File: src/rtl/drba_pkg.sv
// package for the descriptor ring with bump allocator
// ring geometry, command and status codes, controller command struct
`default_nettype none

package drba_pkg;

    localparam int RING_SLOTS = 64;
    localparam int IDX_W      = $clog2(RING_SLOTS);
    localparam int DATA_W     = 32;
    localparam int CFG_IDX_W  = 1;

    localparam logic       CMD_ENQ = 1'b0;
    localparam logic       CMD_DEQ = 1'b1;

    localparam logic [CFG_IDX_W-1:0] CFG_BASE = 1'b0;
    localparam logic [CFG_IDX_W-1:0] CFG_SIZE = 1'b1;

    typedef enum logic [1:0] {
        ST_OK    = 2'd0,
        ST_FULL  = 2'd1,
        ST_EMPTY = 2'd2
    } t_status;

    typedef struct packed {
        logic capture;
        logic execute;
    } t_ctrl;

endpackage

`default_nettype wire

File: src/rtl/drba_ctrl.sv
// controller state machine for the descriptor ring
// sequences capture, execute and response; uses drba_pkg
`default_nettype none

module drba_ctrl
    import drba_pkg::*;
(
    input  wire logic  i_clk,
    input  wire logic  i_rst_n,
    input  wire logic  i_req_valid,
    output logic       o_req_ready,
    output logic       o_rsp_valid,
    input  wire logic  i_rsp_ready,
    output t_ctrl      o_ctrl
);

    typedef enum logic [1:0] {
        S_IDLE,
        S_EXEC,
        S_RESP
    } t_state;

    t_state r_state;
    logic   r_ready;
    logic   r_valid;

    always_ff @(posedge i_clk) begin
        if (!i_rst_n) begin
            r_state <= S_IDLE;
            r_ready <= 1'b0;
            r_valid <= 1'b0;
        end else begin
            unique case (r_state)
                S_IDLE: begin
                    r_ready <= 1'b1;
                    if (i_req_valid && r_ready) begin
                        r_state <= S_EXEC;
                        r_ready <= 1'b0;
                    end
                end
                S_EXEC: begin
                    r_state <= S_RESP;
                    r_valid <= 1'b1;
                end
                S_RESP: begin
                    if (i_rsp_ready) begin
                        r_state <= S_IDLE;
                        r_valid <= 1'b0;
                        r_ready <= 1'b1;
                    end
                end
                default: begin
                    r_state <= S_IDLE;
                    r_ready <= 1'b0;
                    r_valid <= 1'b0;
                end
            endcase
        end
    end

    assign o_req_ready     = r_ready;
    assign o_rsp_valid     = r_valid;
    assign o_ctrl.capture  = i_req_valid && r_ready;
    assign o_ctrl.execute  = (r_state == S_EXEC);

endmodule

`default_nettype wire

File: config.mk
export PLATFORM = sky130hd
export DESIGN_NAME = drba_ctrl
export DESIGN_NICKNAME = d
export VERILOG_FILES = /design/src/rtl/drba_pkg.sv /design/src/rtl/drba_ctrl.sv
export SDC_FILE = /design/constraint.sdc
export NUM_CORES = 1
export LEC_CHECK = 0
export CAP_MARGIN = 20
export CORE_AREA = 4 4 41 43
export CTS_CLUSTER_SIZE = 40
export DETAILED_ROUTE_END_ITERATION = 16
export DIE_AREA = 0 0 45 47
export DONT_BUFFER_PORTS = 1
export SYNTH_ARGS = -nofsm -noshare
export SYNTH_HDL_FRONTEND = slang
export SYNTH_SLANG_ARGS = --single-unit
File: constraint.sdc
create_clock -name i_clk -period 1.12 [get_ports i_clk]
set_input_delay 0.224 -clock i_clk [delete_from_list [all_inputs] [get_ports i_clk]]
set_output_delay 0.224 -clock i_clk [all_outputs]
set_load 0.05 [all_outputs]
==> results.md <==
- Placed inst area: 226.5 sq um
- Fin area: 267.8 sq um
- FILL cells: 159
- Via/cell ratio: 3.535
- Number of global-route vias before repair: 167
- Critical path endpoint category: output port
- Crit path largest cell delay: 0.35 ns
- Share of power burned in registers: 35.9%
- Crit start category: flop
- Antenna Cells: 0
- Starting Density: 12.40%
- Clk root buf: clkbuf_4
- WL/cell: 8.512 microns
- Grt ovf: 0
- DR pass1 iterations: 2
- Final setup fails: 0
- H-tree depth: 1
- Synth top cells by count: 4 x dfxtp_1, 3 x inv_1, 3 x nor2_1
- IO Count: 8
- Sequential element share of the synthesized area: 49.61%
- Max-slew violations: 0
- Ranking of synthesized cells by area: dfxtp_1 50%, inv_1 7.0%, nor2_1 7.0%
- Worst vdd ir: 0.2433 mV
- CP top delay family: simple AND/OR/NAND/NOR gates
- Multi-input gate area: 76.32 sq um
- Synth area leader: dfxtp_1
- Post-Place Setup Slack: 0.08078 ns
- Predominant post-synthesis flop cell: dfxtp_1
- Async S/R FF share, synth: 0%
- CTS clock-pin slew for the worst setup and hold paths: 0.04 ns
- Clock group share of total power: 44.5%
- Initial antenna violation count: 0
- Count of flip-flops with a built-in enable after synthesis: 0
- Slew HR: 87.51%
- Fin worst setup slack: 0.005861 ns
- Clk sinks: 4
- Synthesized net count: 23
- Final min period: 1.114 ns
- Initial drt markers: 1
- Share of cells above drive strength 1: 46.43%
- Fin crit share: 99.48%
- Worst hold path type: input port to flop
- Register bit total from synthesis: 4
- CP arrival: 0.89 ns
- Nets: 33
- Worst path bufs/invs: 0
- Sw frac: 26.90%
- Detailed Route WL: 366 microns
- Fin cells: 43
- Internal power: 0.3197 mW
- Post-synth top area share: 49.61%
- Number of CTS-inserted buffers: 3
- Die area: 0.002115 sq mm
- Antenna Nets Post-Route: 0
- Core Box Area: 0.001301 sq mm
- CTS Hold Bufs: 0
- Switching Power: 0.1176 mW
- Clock Path Buffers: 2
- Synth Area per Inst: 8.495 sq um
- Ys Warns: 0
- Max Fclk: 897.6 MHz
- Die extent in y: 47 microns
- # rows: 13
- Status: completed
- Critical-path top delay cell: and2b_4
- # port buffers: 0
- Critical path required time: 0.90 ns
- CP cell instances: and2b_4
- Crit-path max FO: 2
- Via count: 152
- GPL Wtd Cong: 0.7116
- CTS tree: done
- Setup Skew: 0.004333 ns
- Cells after Synth: 19
- Share of total power in combinational logic: 19.7%
- FF+latch area: 85.08 sq um
- RSZ-0062 raised after global routing: true
- Pin count of the biggest net entering global routing: 6
- Worst Tran Pin Value: 0.1873 ns
- Global-route total usage across every layer: 4.818%
- Most common cell in the netlist: dfxtp_1
- Synthesized area: 161.4 sq um
- Leak Pwr: 0.1271 nW
- Die X: 45 microns
- DRC viols: 0
- Placed Cells: 38
- Layout area overhead: 65.89%
- Clk_lat worst skew: 0.23 ns
- Hold Vio Cnt, Final: 0
- Global-route wire length before repair: 621 microns
- Critical path type: flop to output port
- Pwr per Cell Area: 1633 mW/mm^2
- Yosys cell types: 10
- Max Cap Viol: 0
[area by class of cell]
| class | count | share of cell area [%] |
|---|---|---|
| sequential | 4 | 31.78 |
| tap | 15 | 7.009 |
| inverter | 3 | 4.206 |
| multi-input combinational | 12 | 28.50 |
| clock buffer | 4 | 9.813 |
| timing repair buffer | 5 | 18.69 |
[power by group through the flow]
stage / registers (mW) / logic, mW / clock network [mW]
2_1_floorplan: 0.181 / 0.0320 / 0
3_3_place_gp: 0.159 / 0.0791 / 0
3_5_place_dp: 0.160 / 0.0794 / 0
4_1_cts: 0.157 / 0.0838 / 0.207
5_1_grt: 0.158 / 0.0918 / 0.214
6_report: 0.157 / 0.0860 / 0.194
[timing repair]
item	in CTS	in global routing
hold endpoints to repair	0	0
endpoints found under the setup margin	1	3
buffers inserted	1	0
resized for setup	2	2
[flip-flops by register name (all words and copies together) (netlist names)]
register     count
o_rsp_valid      1
r_state          2
o_req_ready      1
[cells in the final DEF, fill, tap and decap left out, drive strengths merged]
| master | synthesis | layout |
|---|---|---|
| o211a | 1 | 1 |
| a21oi | 2 | 2 |
| inv | 3 | 3 |
| clkbuf | 0 | 4 |
| o21ai | 1 | 1 |
| or3 | 1 | 1 |
| nand2 | 2 | 2 |
| buf | 0 | 5 |
| dfxtp | 4 | 4 |
| nor2 | 3 | 3 |
| o2111a | 1 | 1 |
| and2b | 1 | 1 |
[path summary, 6_finish.rpt]
check / start / endpoint / slack, ns / depth (start not counted)
setup / recovery: r_state[1]$_SDFFE_PN0P_ / o_ctrl[0] / 0.006 / 1
hold / removal: i_rst_n / o_req_ready$_SDFFE_PN0P_ / 0.12 / 1
setup reg to reg: r_state[1]$_SDFFE_PN0P_ / o_req_ready$_SDFFE_PN0P_ / 0.05 / 3
hold reg to reg: o_rsp_valid$_SDFFE_PN0P_ / o_rsp_valid$_SDFFE_PN0P_ / 0.51 / 1
[layer usage]
metal	track usage [%]	wire [microns]
met3	4.215	55
met1	3.864	155
met5	0	0
met4	7.018	0
met2	5.932	155
[cell families after synthesis]
kind of cell / share of synthesized area [%]
and+or+nand+nor: 20.93
buffers and inverters: 6.976
AOI/OAI and AO/OA: 22.48
DFF: 49.61
[per-stage QoR]
| stage | total power, mW | hold slack, ns | util [%] | setup TNS [ns] |
|---|---|---|---|---|
| floorplan | 0.2126 | 0.3533 | - | 0 |
| global placement | 0.2383 | 0.3611 | 17.40 | 0 |
| detailed placement | 0.2392 | 0.3716 | 17.40 | 0 |
| CTS | 0.4480 | 0.1169 | 20.19 | -0.001877 |
| global route | 0.4636 | 0.1190 | 20.58 | -0.01531 |
| finish | 0.4373 | 0.1215 | 20.58 | 0 |
No activity file was read; power rests on OpenSTA's default activity.
